**src/sv/etcd_pkg.sv**
```systemverilog
// ----------------------------------------------------------------------------
// etcd_pkg: shared constants, types and tables
// Constants, stage hand-off structs and the month start table used by the
// epoch to calendar date pipeline.
// ----------------------------------------------------------------------------
`default_nettype none

package etcd_pkg;

  localparam int EpochW = 32;
  localparam int DaysW  = 16;   // whole days fit below 65536 for any 32-bit epoch
  localparam int YearW  = 12;
  localparam int DoyW   = 9;
  localparam int WdayW  = 3;
  localparam int MonW   = 4;
  localparam int DomW   = 5;

  // seconds / 86400 == (seconds >> 7) / 675
  localparam int DayShift      = 7;
  localparam int DayDiv        = 675;
  localparam int DayXW         = EpochW - DayShift;            // 25
  localparam int DayRecipShift = 34;
  localparam logic [DayXW-1:0] RecipDay =
    DayXW'((64'd1 << DayRecipShift) / DayDiv);
  localparam int DayProdW      = 2 * DayXW;                     // 50
  localparam int DayRemW       = 11;                            // 0..2*675-1

  // four-year cycles counted from 1968-01-01
  localparam int QuadDays       = 1461;
  localparam int QuadRecipShift = 32;
  localparam int QuadRecipW     = 22;
  localparam logic [QuadRecipW-1:0] RecipQuad =
    QuadRecipW'((64'd1 << QuadRecipShift) / QuadDays);
  localparam int QuadProdW      = DaysW + QuadRecipW;          // 38
  localparam int QuadW          = 6;                            // up to 34
  localparam int QuadRemW       = 12;                           // 0..2*1461-1
  localparam int QuadDoyW       = 11;                           // 0..1460

  localparam logic [DaysW-1:0] Offs1968  = DaysW'(731);   // 1968-01-01 .. 1970-01-01
  localparam logic [DaysW-1:0] Mar2100   = DaysW'(47541); // 2100-03-01 in epoch days
  localparam logic [YearW-1:0] QuadBase  = YearW'(1968);
  localparam logic [WdayW-1:0] Sunday7   = WdayW'(7);
  localparam logic [DaysW-1:0] EpochWday = DaysW'(4);     // 1970-01-01 was a Thursday

  typedef struct packed {
    logic [DaysW-1:0] days;
  } day_out_t;

  typedef struct packed {
    logic [YearW-1:0] year;
    logic [DoyW-1:0]  doy;
    logic             leap;
    logic [WdayW-1:0] wday;
  } year_out_t;

  // first day of month m (0 = January) within the year
  function automatic logic [DoyW-1:0] month_start(input logic [MonW-1:0] m,
                                                  input logic leap);
    logic [DoyW-1:0] s;
    case (m)
      4'd0:    s = 9'd0;
      4'd1:    s = 9'd31;
      4'd2:    s = 9'd59;
      4'd3:    s = 9'd90;
      4'd4:    s = 9'd120;
      4'd5:    s = 9'd151;
      4'd6:    s = 9'd181;
      4'd7:    s = 9'd212;
      4'd8:    s = 9'd243;
      4'd9:    s = 9'd273;
      4'd10:   s = 9'd304;
      4'd11:   s = 9'd334;
      default: s = 9'd0;
    endcase
    if (leap && (m >= 4'd2)) begin
      s = s + 9'd1;
    end
    return s;
  endfunction

endpackage

`default_nettype wire

```
**src/sv/etcd_in_if.sv**
```systemverilog
// ----------------------------------------------------------------------------
// etcd_in_if: epoch input channel
// Valid/ready channel carrying one epoch seconds value per transaction.
// ----------------------------------------------------------------------------
`default_nettype none

interface etcd_in_if;
  logic                        valid;
  logic                        ready;
  logic [etcd_pkg::EpochW-1:0] epoch_seconds;

  modport source (output valid, output epoch_seconds, input ready);
  modport sink   (input valid, input epoch_seconds, output ready);
endinterface

`default_nettype wire

```
**src/sv/etcd_out_if.sv**
```systemverilog
// ----------------------------------------------------------------------------
// etcd_out_if: calendar date output channel
// Valid/ready channel carrying one calendar date per transaction.
// ----------------------------------------------------------------------------
`default_nettype none

interface etcd_out_if;
  logic                       valid;
  logic                       ready;
  logic [etcd_pkg::DomW-1:0]  day_of_month;
  logic [etcd_pkg::MonW-1:0]  month_number;
  logic [etcd_pkg::YearW-1:0] year_number;
  logic [etcd_pkg::WdayW-1:0] weekday;

  modport source (output valid, output day_of_month, output month_number,
                  output year_number, output weekday, input ready);
  modport sink   (input valid, input day_of_month, input month_number,
                  input year_number, input weekday, output ready);
endinterface

`default_nettype wire

```
**src/sv/etcd_day_div.sv**
```systemverilog
// ----------------------------------------------------------------------------
// etcd_day_div: seconds to whole days
// Three stages: reciprocal multiply, remainder, one-step correction.
// ----------------------------------------------------------------------------
`default_nettype none

module etcd_day_div (
  input  wire logic                        clk,
  input  wire logic                        rst,
  input  wire logic                        en,
  input  wire logic                        in_valid,
  input  wire logic [etcd_pkg::EpochW-1:0] secs,
  output logic                             out_valid,
  output etcd_pkg::day_out_t               out_data
);

  // stage 1
  logic                         v1;
  logic [etcd_pkg::DayXW-1:0]   x1;
  logic [etcd_pkg::DayProdW-1:0] prod1;
  // stage 2
  logic                         v2;
  logic [etcd_pkg::DaysW-1:0]   q2;
  logic [etcd_pkg::DayRemW-1:0] r2;

  logic [etcd_pkg::DayXW-1:0]   x_in;
  logic [etcd_pkg::DaysW-1:0]   q_est;
  logic [etcd_pkg::DayXW-1:0]   qm;
  logic [etcd_pkg::DayXW-1:0]   r_full;

  assign x_in   = secs[etcd_pkg::EpochW-1:etcd_pkg::DayShift];
  assign q_est  = prod1[etcd_pkg::DayProdW-1 -: etcd_pkg::DaysW];
  assign qm     = etcd_pkg::DayXW'(q_est) * etcd_pkg::DayXW'(etcd_pkg::DayDiv);
  assign r_full = x1 - qm;

  always_ff @(posedge clk) begin
    if (rst) begin
      v1        <= 1'b0;
      v2        <= 1'b0;
      out_valid <= 1'b0;
    end else if (en) begin
      v1        <= in_valid;
      v2        <= v1;
      out_valid <= v2;
    end
    if (en) begin
      x1    <= x_in;
      prod1 <= etcd_pkg::DayProdW'(x_in) * etcd_pkg::DayProdW'(etcd_pkg::RecipDay);
      q2    <= q_est;
      r2    <= r_full[etcd_pkg::DayRemW-1:0];
      // estimate is low by at most one
      if (r2 >= etcd_pkg::DayRemW'(etcd_pkg::DayDiv)) begin
        out_data.days <= q2 + etcd_pkg::DaysW'(1);
      end else begin
        out_data.days <= q2;
      end
    end
  end

endmodule

`default_nettype wire

```
**src/sv/etcd_year.sv**
```systemverilog
// ----------------------------------------------------------------------------
// etcd_year: days to year, day of year and weekday
// Five stages over four-year cycles from 1968; 2100 is patched as a skipped
// leap day. Weekday by folding octal digits (8 = 1 mod 7).
// ----------------------------------------------------------------------------
`default_nettype none

module etcd_year (
  input  wire logic                clk,
  input  wire logic                rst,
  input  wire logic                en,
  input  wire logic                in_valid,
  input  wire etcd_pkg::day_out_t  in_data,
  output logic                     out_valid,
  output etcd_pkg::year_out_t      out_data
);

  // stage 4
  logic                            v4;
  logic [etcd_pkg::DaysW-1:0]      dq4;
  logic [5:0]                      ws4;
  // stage 5
  logic                            v5;
  logic [etcd_pkg::DaysW-1:0]      dq5;
  logic [etcd_pkg::QuadProdW-1:0]  prod5;
  logic [etcd_pkg::WdayW-1:0]      wd5;
  // stage 6
  logic                            v6;
  logic [etcd_pkg::QuadW-1:0]      q6;
  logic [etcd_pkg::QuadRemW-1:0]   r6;
  logic [etcd_pkg::WdayW-1:0]      wd6;
  // stage 7
  logic                            v7;
  logic [etcd_pkg::QuadW-1:0]      q7;
  logic [etcd_pkg::QuadDoyW-1:0]   r7;
  logic [etcd_pkg::WdayW-1:0]      wd7;

  logic [etcd_pkg::DaysW-1:0]      dshift;
  logic [etcd_pkg::DaysW-1:0]      dw;
  logic [5:0]                      wsum;
  logic [3:0]                      wfold;
  logic [etcd_pkg::WdayW-1:0]      wmod;
  logic [etcd_pkg::QuadW-1:0]      q_est;
  logic [etcd_pkg::DaysW:0]        qm;
  logic [etcd_pkg::DaysW:0]        r_full;
  logic [1:0]                      yoff;
  logic [etcd_pkg::QuadDoyW-1:0]   doy_w;

  always_comb begin
    // after Feb 2100 pretend Feb 29 existed so every cycle starts leap
    if (in_data.days >= etcd_pkg::Mar2100) begin
      dshift = in_data.days + etcd_pkg::Offs1968 + etcd_pkg::DaysW'(1);
    end else begin
      dshift = in_data.days + etcd_pkg::Offs1968;
    end
    dw   = in_data.days + etcd_pkg::EpochWday;
    wsum = 6'(dw[2:0]) + 6'(dw[5:3]) + 6'(dw[8:6]) + 6'(dw[11:9])
         + 6'(dw[14:12]) + 6'(dw[15]);
  end

  always_comb begin
    wfold = 4'(ws4[2:0]) + 4'(ws4[5:3]);
    if (wfold >= 4'(etcd_pkg::Sunday7)) begin
      wmod = etcd_pkg::WdayW'(wfold - 4'(etcd_pkg::Sunday7));
    end else begin
      wmod = wfold[etcd_pkg::WdayW-1:0];
    end
  end

  assign q_est  = prod5[etcd_pkg::QuadProdW-1 -: etcd_pkg::QuadW];
  assign qm     = (etcd_pkg::DaysW+1)'(q_est) * (etcd_pkg::DaysW+1)'(etcd_pkg::QuadDays);
  assign r_full = (etcd_pkg::DaysW+1)'(dq5) - qm;

  always_comb begin
    if (r7 < 11'd366) begin
      yoff  = 2'd0;
      doy_w = r7;
    end else if (r7 < 11'd731) begin
      yoff  = 2'd1;
      doy_w = r7 - 11'd366;
    end else if (r7 < 11'd1096) begin
      yoff  = 2'd2;
      doy_w = r7 - 11'd731;
    end else begin
      yoff  = 2'd3;
      doy_w = r7 - 11'd1096;
    end
  end

  always_ff @(posedge clk) begin
    if (rst) begin
      v4        <= 1'b0;
      v5        <= 1'b0;
      v6        <= 1'b0;
      v7        <= 1'b0;
      out_valid <= 1'b0;
    end else if (en) begin
      v4        <= in_valid;
      v5        <= v4;
      v6        <= v5;
      v7        <= v6;
      out_valid <= v7;
    end
    if (en) begin
      dq4   <= dshift;
      ws4   <= wsum;
      dq5   <= dq4;
      prod5 <= etcd_pkg::QuadProdW'(dq4) * etcd_pkg::QuadProdW'(etcd_pkg::RecipQuad);
      wd5   <= wmod;
      q6    <= q_est;
      r6    <= r_full[etcd_pkg::QuadRemW-1:0];
      wd6   <= wd5;
      if (r6 >= etcd_pkg::QuadRemW'(etcd_pkg::QuadDays)) begin
        q7 <= q6 + etcd_pkg::QuadW'(1);
        r7 <= etcd_pkg::QuadDoyW'(r6 - etcd_pkg::QuadRemW'(etcd_pkg::QuadDays));
      end else begin
        q7 <= q6;
        r7 <= r6[etcd_pkg::QuadDoyW-1:0];
      end
      wd7   <= wd6;
      out_data.year <= etcd_pkg::QuadBase + etcd_pkg::YearW'({q7, 2'b00})
                     + etcd_pkg::YearW'(yoff);
      out_data.doy  <= doy_w[etcd_pkg::DoyW-1:0];
      out_data.leap <= (yoff == 2'd0);
      out_data.wday <= wd7;
    end
  end

endmodule

`default_nettype wire

```
**src/sv/etcd_month.sv**
```systemverilog
// ----------------------------------------------------------------------------
// etcd_month: day of year to month and day of month
// Stage one compares against every month start after January in parallel;
// stage two subtracts the chosen start and drives the output register.
// ----------------------------------------------------------------------------
`default_nettype none

module etcd_month (
  input  wire logic                 clk,
  input  wire logic                 rst,
  input  wire logic                 en,
  input  wire logic                 in_valid,
  input  wire etcd_pkg::year_out_t  in_data,
  etcd_out_if.source                dst
);

  logic                          v9;
  etcd_pkg::year_out_t           d9;
  logic [etcd_pkg::MonW-1:0]     m9;
  logic [etcd_pkg::MonW-1:0]     m_sel;
  logic [etcd_pkg::DoyW-1:0]     dom_w;

  always_comb begin
    m_sel = '0;
    for (int i = 1; i < 12; i++) begin
      if (in_data.doy >= etcd_pkg::month_start(etcd_pkg::MonW'(i), in_data.leap)) begin
        m_sel = etcd_pkg::MonW'(i);
      end
    end
  end

  assign dom_w = d9.doy - etcd_pkg::month_start(m9, d9.leap) + etcd_pkg::DoyW'(1);

  always_ff @(posedge clk) begin
    if (rst) begin
      v9        <= 1'b0;
      dst.valid <= 1'b0;
    end else if (en) begin
      v9        <= in_valid;
      dst.valid <= v9;
    end
    if (en) begin
      d9               <= in_data;
      m9               <= m_sel;
      dst.day_of_month <= dom_w[etcd_pkg::DomW-1:0];
      dst.month_number <= m9 + etcd_pkg::MonW'(1);
      dst.year_number  <= d9.year;
      dst.weekday      <= d9.wday;
    end
  end

endmodule

`default_nettype wire

```
**src/sv/epoch_to_calendar_date.sv**
```systemverilog
// ----------------------------------------------------------------------------
// epoch_to_calendar_date: Unix epoch seconds to Gregorian date
// Pipelined conversion of a 32-bit epoch to day, month, year and weekday.
// ----------------------------------------------------------------------------
//
//  channel  modport  payload                                      width
//  -------  -------  -------------------------------------------  ----------
//  epoch    sink     epoch_seconds                                32
//  date     source   day_of_month, month_number, year_number,     5,4,12,3
//                    weekday
//
// One transaction enters per cycle while the pipe is not frozen; the pipeline
// has ten stages (day divider 3, year/weekday 5, month 2).
// Synchronous reset clears every stage valid bit; data registers are not reset.
// All stages share one advance enable: when date holds a result that is not
// taken, the whole pipe freezes and epoch.ready drops, so nothing is lost.
// ----------------------------------------------------------------------------
`default_nettype none

module epoch_to_calendar_date (
  input  wire logic  clk,
  input  wire logic  rst,
  etcd_in_if.sink    epoch,
  etcd_out_if.source date
);

  logic                  en;
  logic                  day_valid;
  etcd_pkg::day_out_t    day_data;
  logic                  year_valid;
  etcd_pkg::year_out_t   year_data;

  // pipe advances whenever the output slot is free or being drained
  assign en          = !date.valid || date.ready;
  assign epoch.ready = en;

  // seconds -> whole days (reciprocal multiply by 1/675 after >>7)
  etcd_day_div u_day_div (
    .clk       (clk),
    .rst       (rst),
    .en        (en),
    .in_valid  (epoch.valid),
    .secs      (epoch.epoch_seconds),
    .out_valid (day_valid),
    .out_data  (day_data)
  );

  // days -> year, day of year, leap flag, weekday
  etcd_year u_year (
    .clk       (clk),
    .rst       (rst),
    .en        (en),
    .in_valid  (day_valid),
    .in_data   (day_data),
    .out_valid (year_valid),
    .out_data  (year_data)
  );

  // day of year -> month, day of month; owns the output register
  etcd_month u_month (
    .clk      (clk),
    .rst      (rst),
    .en       (en),
    .in_valid (year_valid),
    .in_data  (year_data),
    .dst      (date)
  );

endmodule

`default_nettype wire
```
**src/flat_wrapper.sv**
```systemverilog
// flat-port wrapper written by rule: the top's interface ports become plain ports
module epoch_to_calendar_date_flat 
  (clk, rst, epoch_valid, epoch_epoch_seconds, epoch_ready, date_valid, date_day_of_month, date_month_number, date_year_number, date_weekday, date_ready);
  etcd_in_if epoch_i ();
  etcd_out_if date_i ();
  input  wire logic clk;
  input  wire logic rst;
  input wire logic [$bits(epoch_i.valid)-1:0] epoch_valid;
  input wire logic [$bits(epoch_i.epoch_seconds)-1:0] epoch_epoch_seconds;
  output wire logic [$bits(epoch_i.ready)-1:0] epoch_ready;
  output wire logic [$bits(date_i.valid)-1:0] date_valid;
  output wire logic [$bits(date_i.day_of_month)-1:0] date_day_of_month;
  output wire logic [$bits(date_i.month_number)-1:0] date_month_number;
  output wire logic [$bits(date_i.year_number)-1:0] date_year_number;
  output wire logic [$bits(date_i.weekday)-1:0] date_weekday;
  input wire logic [$bits(date_i.ready)-1:0] date_ready;
  assign epoch_i.valid = epoch_valid;
  assign epoch_i.epoch_seconds = epoch_epoch_seconds;
  assign epoch_ready = epoch_i.ready;
  assign date_valid = date_i.valid;
  assign date_day_of_month = date_i.day_of_month;
  assign date_month_number = date_i.month_number;
  assign date_year_number = date_i.year_number;
  assign date_weekday = date_i.weekday;
  assign date_i.ready = date_ready;
  epoch_to_calendar_date u_core (.clk(clk), .rst(rst), .epoch(epoch_i), .date(date_i));
endmodule
```
**config.mk**
```make
export PLATFORM = sky130hd
export DESIGN_NAME = epoch_to_calendar_date_flat
export DESIGN_NICKNAME = d
export VERILOG_FILES = /design/src/sv/etcd_pkg.sv /design/src/sv/etcd_in_if.sv /design/src/sv/etcd_out_if.sv /design/src/sv/etcd_day_div.sv /design/src/sv/etcd_year.sv /design/src/sv/etcd_month.sv /design/src/sv/epoch_to_calendar_date.sv /design/src/flat_wrapper.sv
export SDC_FILE = /design/constraint.sdc
export NUM_CORES = 1
export LEC_CHECK = 0
export ABC_CLOCK_PERIOD_IN_PS = 12150
export BUFFER_PORTS_ARGS = -buffer_cell sky130_fd_sc_hd__buf_4
export CORE_UTILIZATION = 50
export CTS_CLUSTER_DIAMETER = 120
export DETAILED_ROUTE_END_ITERATION = 8
export GPL_TIMING_DRIVEN = 1
export PLACE_DENSITY_LB_ADDON = 0.3
export SLEW_MARGIN = 25
export SYNTH_ARGS = -nofsm -noshare
export SYNTH_HDL_FRONTEND = slang
export SYNTH_SLANG_ARGS = --single-unit
```
**constraint.sdc**
```tcl
create_clock -name clk -period 12.15 [get_ports clk]
set_input_delay 2.43 -clock clk [delete_from_list [all_inputs] [get_ports clk]]
set_output_delay 2.43 -clock clk [all_outputs]
set_load 0.05 [all_outputs]
```
== After elaboration in Yosys (flattened, before gate mapping) ==
Memory sizes are Yosys's and may differ from the RTL's.
Index checks and enable logic that the tools add are counted.

* Flip-flop bits (word level): 298
* Bits in read-only memories: 144
* Input bits: 36
* Output and inout bits: 26
* Word-level logic and storage cells: 127
* Memories kept: 1

* Add/subtract/negate cells: 24
* Multiply operators: 4
* $lt $le $gt $ge: 19
* Muxes and demuxes: 32
* Reductions and logical operators: 6

{| class="wikitable"
|+ Memories
! memory !! words !! width !! read ports !! clocked after Yosys merged registers in !! wr ports !! line !! text
|-
| (no name shown) || 16 || 9 || 1 || 0 || 0 || etcd_pkg.sv:60 || <nowiki>case (m)</nowiki>
|}

{| class="wikitable"
|+ Operators by type and width
! operator !! number
|-
| multiplier 25 x 24 -> 49 bit, second input constant || 1
|-
| >= comparator 9 x 8 -> 1 bit || 4
|-
| multiplier 16 x 17 -> 33 bit, second input constant || 1
|-
| adder 16 x 1 -> 16 bit, second input constant || 2
|-
| two-way mux 16 bit || 2
|-
| two-way mux 4 bit || 7
|-
| >= comparator 9 bit || 3
|-
| two-way mux 9 bit || 3
|-
| >= comparator 9 x 7 -> 1 bit || 2
|-
| adder 16 x 10 -> 16 bit, second input constant || 1
|-
| adder 16 x 3 -> 16 bit, second input constant || 1
|-
| >= comparator 16 bit, second input constant || 1
|-
| multiplier 16 x 10 -> 11 bit, second input constant || 1
|-
| adder 11 x 8 -> 12 bit, first input constant || 1
|-
| adder 12 x 2 -> 12 bit || 1
|-
| >= comparator 12 x 11 -> 1 bit, second input constant || 1
|-
| multiplier 6 x 11 -> 12 bit, second input constant || 1
|-
| two-way mux 2 bit || 6
|-
| subtractor 12 bit || 1
|-
| >= comparator 11 x 10 -> 1 bit, second input constant || 1
|-
| less-than comparator 11 x 10 -> 1 bit, second input constant || 1
|-
| less-than comparator 11 bit, second input constant || 1
|-
| less-than comparator 11 x 9 -> 1 bit, second input constant || 1
|-
| two-way mux 11 bit || 1
|-
| other kinds (29) || 40
|}

== Depth between registers and ports, before layout ==
Gate-level depths: netlist of the first run.

* Word-level depth: 11
* Mapped depth: 20
* Gate-level depth less buffers: 20

== Hierarchy ==
Synthesis of the first run repeated with hierarchy kept, for this count alone.

* Cells, all modules: 2434
* Area total of the unflattened synthesis: 26900.8 µm²

{| class="wikitable"
|+ Modules (own cells, without submodules)
! module !! times used !! cells an instance !! area each (µm²) !! seq. area each (µm²)
|-
| etcd_day_div || 1 || 1177 || 12839.8 || 2162.1
|-
| etcd_year || 1 || 1076 || 11556.1 || 3343.2
|-
| etcd_month || 1 || 180 || 2498.6 || 1511.4
|-
| epoch_to_calendar_date || 1 || 1 || 6.3 || 0.0
|}

== Worst setup path after synthesis of the first run ==
Ideal clock, no wire load.

* Kind: input to output
* Start: in date_ready
* End: out epoch_ready
* Arrival: 7043 ps
* Slack: 2677 ps
* Cell stages on the path: 2
* Path buffers: 0
* Cells stage by stage: nor2b_1 clkinv_1

* Cells in the longest elaborated chain, start to end: 1

{| class="wikitable"
|+ Ends and longest elaborated chain
! what !! line !! text
|-
| start, declared || flat_wrapper.sv:16 || <nowiki>input wire logic [$bits(date_i.ready)-1:0] date_ready;</nowiki>
|-
| logical OR 1 bit || epoch_to_calendar_date.sv:34 || <nowiki>assign en = !date.valid || date.ready;</nowiki>
|-
| end, declared || flat_wrapper.sv:10 || <nowiki>output wire logic [$bits(epoch_i.ready)-1:0] epoch_ready;</nowiki>
|}

No other way between the ends.

== Final worst setup path of the first run ==
* Start: in epoch_epoch_seconds[18]
* End: reg u_core.u_day_div.prod1[49] (netlist bit) (data pin)

* Cells in the longest elaborated chain, start to end: 1

{| class="wikitable"
|+ Ends and longest elaborated chain
! what !! line !! text
|-
| start, declared || flat_wrapper.sv:9 || <nowiki>input wire logic [$bits(epoch_i.epoch_seconds)-1:0] epoch_epoch_seconds;</nowiki>
|-
| multiplier 25 x 24 -> 49 bit || etcd_day_div.sv:48 || <nowiki>prod1 <= etcd_pkg::DayProdW'(x_in) * etcd_pkg::DayProdW'(etcd_pkg::RecipDay);</nowiki>
|-
| end signal, assigned || etcd_day_div.sv:48 ||
|-
| end, declared || etcd_day_div.sv:20 || <nowiki>logic [etcd_pkg::DayProdW-1:0] prod1;</nowiki>
|}

No other way between the ends.
A chain may end at the register's enable or synchronous reset.

==> flow_metrics.tcl, run 1 <==
set metrics [dict create \
    ys_types 79 \
    antenna_found_initial 0 \
    synth_top_area_cell "edfxtp_1" \
    ys_top_cells_by_area "edfxtp_1, ha_1, fa_1" \
    crit_path_top_delay_cell "fa_1" \
    synth_seq_cells 235 \
    postCtsHoldBufs 0 \
    yosysSeqAreaShare_pct 26.29 \
    cts_buffers 26 \
    avgRoutedWirePerCell_um 15.68 \
    grt_max_degree 106 \
    final-max-slew-violation-count 0 \
    clk_path_buf_depth 3 \
    setup_viol 0 \
    port_buffers 54 \
    clock_tree.root_cell "clkbuf_16" \
    clkSlewWorstSetupHoldPaths_ps 60 \
    hp-class "reg2reg" \
    crit_path_max_incr_delay_ps 550 \
    drv_cap 0 \
    netlist_instances 2380 \
    die_x_um 232.1 \
    yosysMostFrequentCell "inv_1" \
    cts.sinks 235 \
    dieArea_um2 53850 \
    postSynthAreaPerCell_um2 11.12 \
    syn_to_final_growth_pct 7.773 \
    vias_per_cell 5.243 \
    synth_top_family_by_area "adder cells" \
    fin_setup_tns_ps 0 \
    syn_nets 3242 \
    synth-compound-area-share_pct 7.617 \
    rsz0062_at_grt "no" \
    synth_simple_gate_area_share_pct 5.683 \
    startpoint_type "input pin" \
    grt_pass1_vias 17620 \
    cts-resized-gates 0 \
    synthFlopType "edfxtp_1" \
    finalWirelength_um 49340 \
    pin_count 62 \
    htreeDepth 1 \
    dp_hpwl_um 40600 \
    cp_max_fo 10 \
    relSlewSlack_pct 37.22 \
    synth-edff-count 225 \
    cts_setup_buffers 0 \
    num_antenna_cells 0 \
    muxShareOfSynthArea_pct 0.3499 \
    synth-xor-area-share_pct 4.600 \
    crit_chain "buf_4 -> fa_1 -> ha_1 -> inv_1 -> fa_1 -> fa_1 -> inv_1 -> fa_1 -> fa_1 -> inv_1 -> fa_1 -> inv_1 -> ha_1 -> nand4_1 -> nor4_1 -> nand2_1 -> a31oi_1 -> o31ai_2 -> a21oi_1 -> nor2_1 -> a211o_1" \
    clk_latency_ps 540 \
    cpMostUsedCell "fa_1" \
    core_um2 51820 \
    setup.worst_path.class "in2reg" \
    grt_pass1_wl_um 84300 \
    ys_async_sr_fraction_pct 0 \
    postRouteAntennaNets 0 \
    via_count 16490 \
    end_kind "flip-flop" \
    cp.arrival_ps 8380 \
    period_share_pct 66.69 \
    firstDrtPassIters 5 \
    gp_congestion 0.8788 \
    die_y_um 232.1 \
    tightestPinTransition_ps 939.7 \
    ys.warnings.count 0 \
    cts_tree "built" \
    track_usage_pct 19.25 \
    drive_gt1_share_pct 5.231 \
    netlist_area_um2 26460 \
    fmax_ghz 0.1234 \
    yosys-top-cells-count "inv_1, ha_1, fa_1" \
    drt-initial-drc-count 680 \
    rows 83 \
    yosys.area.top_type_share_pct 25.53 \
    synthAdderAreaFrac_pct 47.48 \
    final_nets 3308 \
    start_util_pct 51.07 \
    skew_ps 13.80 \
    final_hold_viol_count 0 \
    drc 0 \
    period_minus_slack_ps 8103 \
    required_ps 12430 \
    gr-total-overflow 0 \
    outcome "complete, no violations" \
]
[layout make-up]
class | instances | area [µm²]
clock buffers | 32 | 714.4
flip-flops and latches | 235 | 6957
well taps | 680 | 850.8
repair buffers | 56 | 420.4
clock inverters | 16 | 148.9
inverters | 540 | 2034
multi-input cells | 1587 | 17390
fillers | 4374 | 23300
[path summary, 6_finish.rpt]
kind,cells after the start,from,slack [ps],end
hold reg to reg,0,u_core.u_year.wd6[0],410,u_core.u_year.wd7[0]
setup / recovery,21,epoch_epoch_seconds[18],4050,u_core.u_day_div.prod1[49]
hold / removal,0,u_core.u_year.wd6[0],410,u_core.u_year.wd7[0]
setup reg to reg,19,u_core.u_year.dq4[10],6110,u_core.u_year.prod5[36]
[through the flow]
stage	instance area (µm²)	std cells	hold slack, ps	util [%]	setup WS (ps)
floorplan	26460	2380	400.3	-	2677
global placement	27660	3098	401.4	53.37	3615
detailed placement	27660	3098	404.5	53.37	3516
CTS	28520	3146	399.1	55.04	4075
global route	28520	3146	420.2	55.04	3804
finish	28520	3146	407.9	55.04	4047
[layout by cell type (no fill, tap or decap), drive strengths merged, types with 4 or more instances in the layout]
cell type	n
ha	529
nand2b	14
nor2	82
xnor2	102
nor3	19
o21ai	60
a2111oi	4
inv	538
o21a	9
a211oi	13
dfxtp	10
nand4	17
o21bai	11
and3	8
and2	7
or2	7
nand2	90
a211o	8
a221oi	4
edfxtp	225
o311ai	4
a31oi	10
nor4	6
nand3b	4
o31ai	5
nor2b	13
o41ai	5
a21boi	5
xor2	37
a21o	31
o31a	4
o211ai	8
a21oi	98
clkinv	16
fa	297
o22ai	4
buf	56
mux2i	7
nand3	34
clkbuf	32
[logic make-up (layout without fill, tap and decap cells)]
family	after synthesis	in the layout
multiplexers	9	9
flip-flops	235	235
XOR/XNOR	139	139
adder cells (fa/ha/maj)	826	826
AO/OA/AOI/OAI	301	301
AND/OR/NAND/NOR	312	312
buffers and inverters	558	644
[worst max-delay path: cells and delay by family]
| kind | cells | cell delay [ps] |
|---|---|---|
| AND/OR/NAND/NOR | 4 | 810 |
| AO/OA/AOI/OAI | 4 | 1100 |
| buffers and inverters | 5 | 400 |
| adder cells (fa/ha/maj) | 8 | 3650 |
[layer usage]
layer / GRT usage (%) / wire length [µm] / vias up
li1: - / - / 8068
met2: 35.32 / 25140 / 242
met3: 1.805 / 1370 / 65
met4: 3.968 / 955 / 0
met5: 0 / 0 / -
met1: 24.47 / 21870 / 8118
[flip-flops by register name, indices dropped and copies added (netlist names), 12 cells and up]
name / count
u_core.u_month.d9: 20
u_core.u_year.out_data: 24
u_core.u_day_div.prod1: 16
u_core.u_day_div.q2: 16
u_core.u_year.r6: 12
u_core.u_day_div.out_data: 16
u_core.u_year.dq5: 12
u_core.u_year.dq4: 16
Power of run 1 is left out: the tool's default activity adds up to more than one toggle a clock period on the data nets, which glitch-free logic cannot reach.
==> inputs of run 2 (changes only) <==
--- a/config.mk
+++ b/config.mk
@@ -5,7 +5,7 @@
 export SDC_FILE = /design/constraint.sdc
 export NUM_CORES = 1
 export LEC_CHECK = 0
-export ABC_CLOCK_PERIOD_IN_PS = 12150
+export ABC_CLOCK_PERIOD_IN_PS = 7500
 export BUFFER_PORTS_ARGS = -buffer_cell sky130_fd_sc_hd__buf_4
 export CORE_UTILIZATION = 50
 export CTS_CLUSTER_DIAMETER = 120
==> constraint.sdc (replaced) <==
create_clock -name clk -period 7.5 [get_ports clk]
set_input_delay 1.5 -clock clk [delete_from_list [all_inputs] [get_ports clk]]
set_output_delay 1.5 -clock clk [all_outputs]
set_load 0.05 [all_outputs]
==> run 2 against run 1 <==
Worst setup slack worse by 3500 ps. Flip-flop and latch count stayed put. Worst hold slack better by 8.7 ps. Global-route usage is 0.30 points higher. Critical path depth is 1 higher. Sequential share of layout area is 0.36 points lower.
==> flow_metrics.tcl, run 2 (same netlist as run 1, synthesis figures left out) <==
set metrics [dict create \
    outcome "complete, no violations" \
    setup_ws_ps 591.2 \
    start_util_pct 51.07 \
    pin_count 62 \
    place_area_um2 27960 \
    syn_to_final_growth_pct 9.400 \
    fill_cells 4349 \
    finalHoldWorstSlack_ps 416.6 \
    grt_pass1_wl_um 85310 \
    via_count 16610 \
    clock_tree.root_cell "clkbuf_16" \
    register_area_um2 6957 \
    hold_depth 0 \
    avgRoutedWirePerCell_um 15.57 \
    setup_viol 0 \
    cts.sinks 235 \
    final_cell_mix "inv_1, ha_1, fa_1" \
    postRouteAntennaNets 0 \
    period_share_pct 92.12 \
    relSlewSlack_pct 39.37 \
    final_nets 3350 \
    grt_pass1_vias 18020 \
    rows 83 \
    drt-initial-drc-count 670 \
    regMostFlops "u_core.u_year.out_data" \
    reg_top3 "u_core.u_year.out_data x24, u_core.u_month.d9 x20" \
    clk_latency_ps 570 \
    tightestPinTransition_ps 907.5 \
    dp_hpwl_um 41610 \
    dp_worst_setup_slack_ps 20.73 \
    rsz0062_at_grt "no" \
    reg2reg_depth 19 \
    clk_path_buf_depth 3 \
    skew_ps 22.56 \
    core_um2 51820 \
    required_ps 7810 \
    antenna_found_initial 0 \
    die_y_um 232.1 \
    port_buffers 54 \
    postLayoutCellArea_um2 28950 \
    crit_path_max_incr_delay_ps 540 \
    setup.worst_path.class "in2reg" \
    finalWirelength_um 49660 \
    period_minus_slack_ps 6909 \
    drc 0 \
    postCtsHoldBufs 0 \
    crit_end "u_core.u_day_div.prod1[49]" \
    crit_chain "buf_4 -> fa_1 -> ha_1 -> inv_1 -> fa_1 -> fa_1 -> inv_1 -> fa_1 -> fa_1 -> inv_1 -> fa_1 -> inv_1 -> ha_1 -> a21oi_1 -> o32ai_1 -> a211oi_2 -> nor4b_2 -> buf_4 -> o31ai_2 -> a21oi_1 -> o2111a_1 -> a211o_1" \
    fmax_ghz 0.1447 \
    cp_max_fo 5 \
    cpMostUsedCell "fa_1" \
    dieArea_um2 53850 \
    htreeDepth 1 \
    track_usage_pct 19.55 \
    cts_setup_buffers 0 \
    final_hold_viol_count 0 \
    cts-resized-gates 0 \
    num_antenna_cells 0 \
    end_kind "flip-flop" \
    final-max-slew-violation-count 0 \
    multi_input_area_um2 17400 \
    final_common_cell "inv_1" \
    grt_max_degree 103 \
    r2r_slack_ps 1370 \
    clkSlewWorstSetupHoldPaths_ps 60 \
    gr-total-overflow 0 \
    drv_cap 0 \
    vias_per_cell 5.208 \
    startpoint_type "input pin" \
    cts_tree "built" \
    drive_gt1_share_pct 7.094 \
    rr_startpoint "u_core.u_year.dq4[10]" \
    firstDrtPassIters 5 \
    cp.arrival_ps 7220 \
    gp_congestion 0.8822 \
    critPathLaunch "epoch_epoch_seconds[18]" \
    crit_path_top_delay_cell "fa_1" \
    largest_register_ff_count 24 \
    r2r_end "u_core.u_year.prod5[35]" \
    hp-class "reg2reg" \
    die_x_um 232.1 \
    cts_buffers 27 \
]
## run 2: changes by cell type in the layout (fill, tap and decap cells not counted), sizes merged
cell,previous run,this run
buf,56,97
clkinv,16,10
bufinv,2,5
clkinvlp,0,3
inv,538,541
clkbuf,32,31
## run 2: stage by stage
| step | instances | TNS, ps | utilization (%) |
|---|---|---|---|
| after floorplan | 2380 | 0 | - |
| after global placement | 3139 | -1.591 | 53.96 |
| after detailed placement | 3139 | 0 | 53.96 |
| after CTS | 3189 | 0 | 55.85 |
| after global routing | 3189 | 0 | 55.87 |
| final | 3189 | 0 | 55.87 |
## run 2: area by class of cell
class / instances / share of cell area, %
clock inverter: 19 / 0.8903
tap: 680 / 2.939
multi-input combinational: 1587 / 60.11
timing repair buffer: 97 / 2.515
inverter: 540 / 7.027
clock buffer: 31 / 2.489
sequential: 235 / 24.03
## run 2: routing by layer
metal / part of all wire, % / track usage (%) / vias to the layer above
li1: - / - / 8158
met1: 45 / 24.71 / 8162
met5: 0 / 0 / -
met3: 2.9 / 1.989 / 68
met4: 2.5 / 5.078 / 0
met2: 50 / 35.45 / 220
## run 2: worst min path at each step
stage / from / end / slack (ps)
floorplan: u_core.u_day_div.prod1[45] / u_core.u_day_div.q2[11] / 400
detailed placement: u_core.u_year.out_data[13] / u_core.u_month.d9[13] / 400
finish: u_core.u_month.d9[16] / u_core.u_month.dst.year_number[3] / 420
global placement: u_core.u_year.out_data[24] / u_core.u_month.d9[24] / 400
global route: u_core.u_year.out_data[2] / u_core.u_month.d9[2] / 420
CTS: u_core.u_month.d9[16] / u_core.u_month.dst.year_number[3] / 420
## run 2: critical path, delay by kind of cell
kind / cells / cell delay, ps
AND/OR/NAND/NOR: 1 / 80
AO/OA/AOI/OAI: 7 / 1540
buffers and inverters: 6 / 500
adder cells (fa/ha/maj): 8 / 3570
Power of run 2 is left out for the same reason.
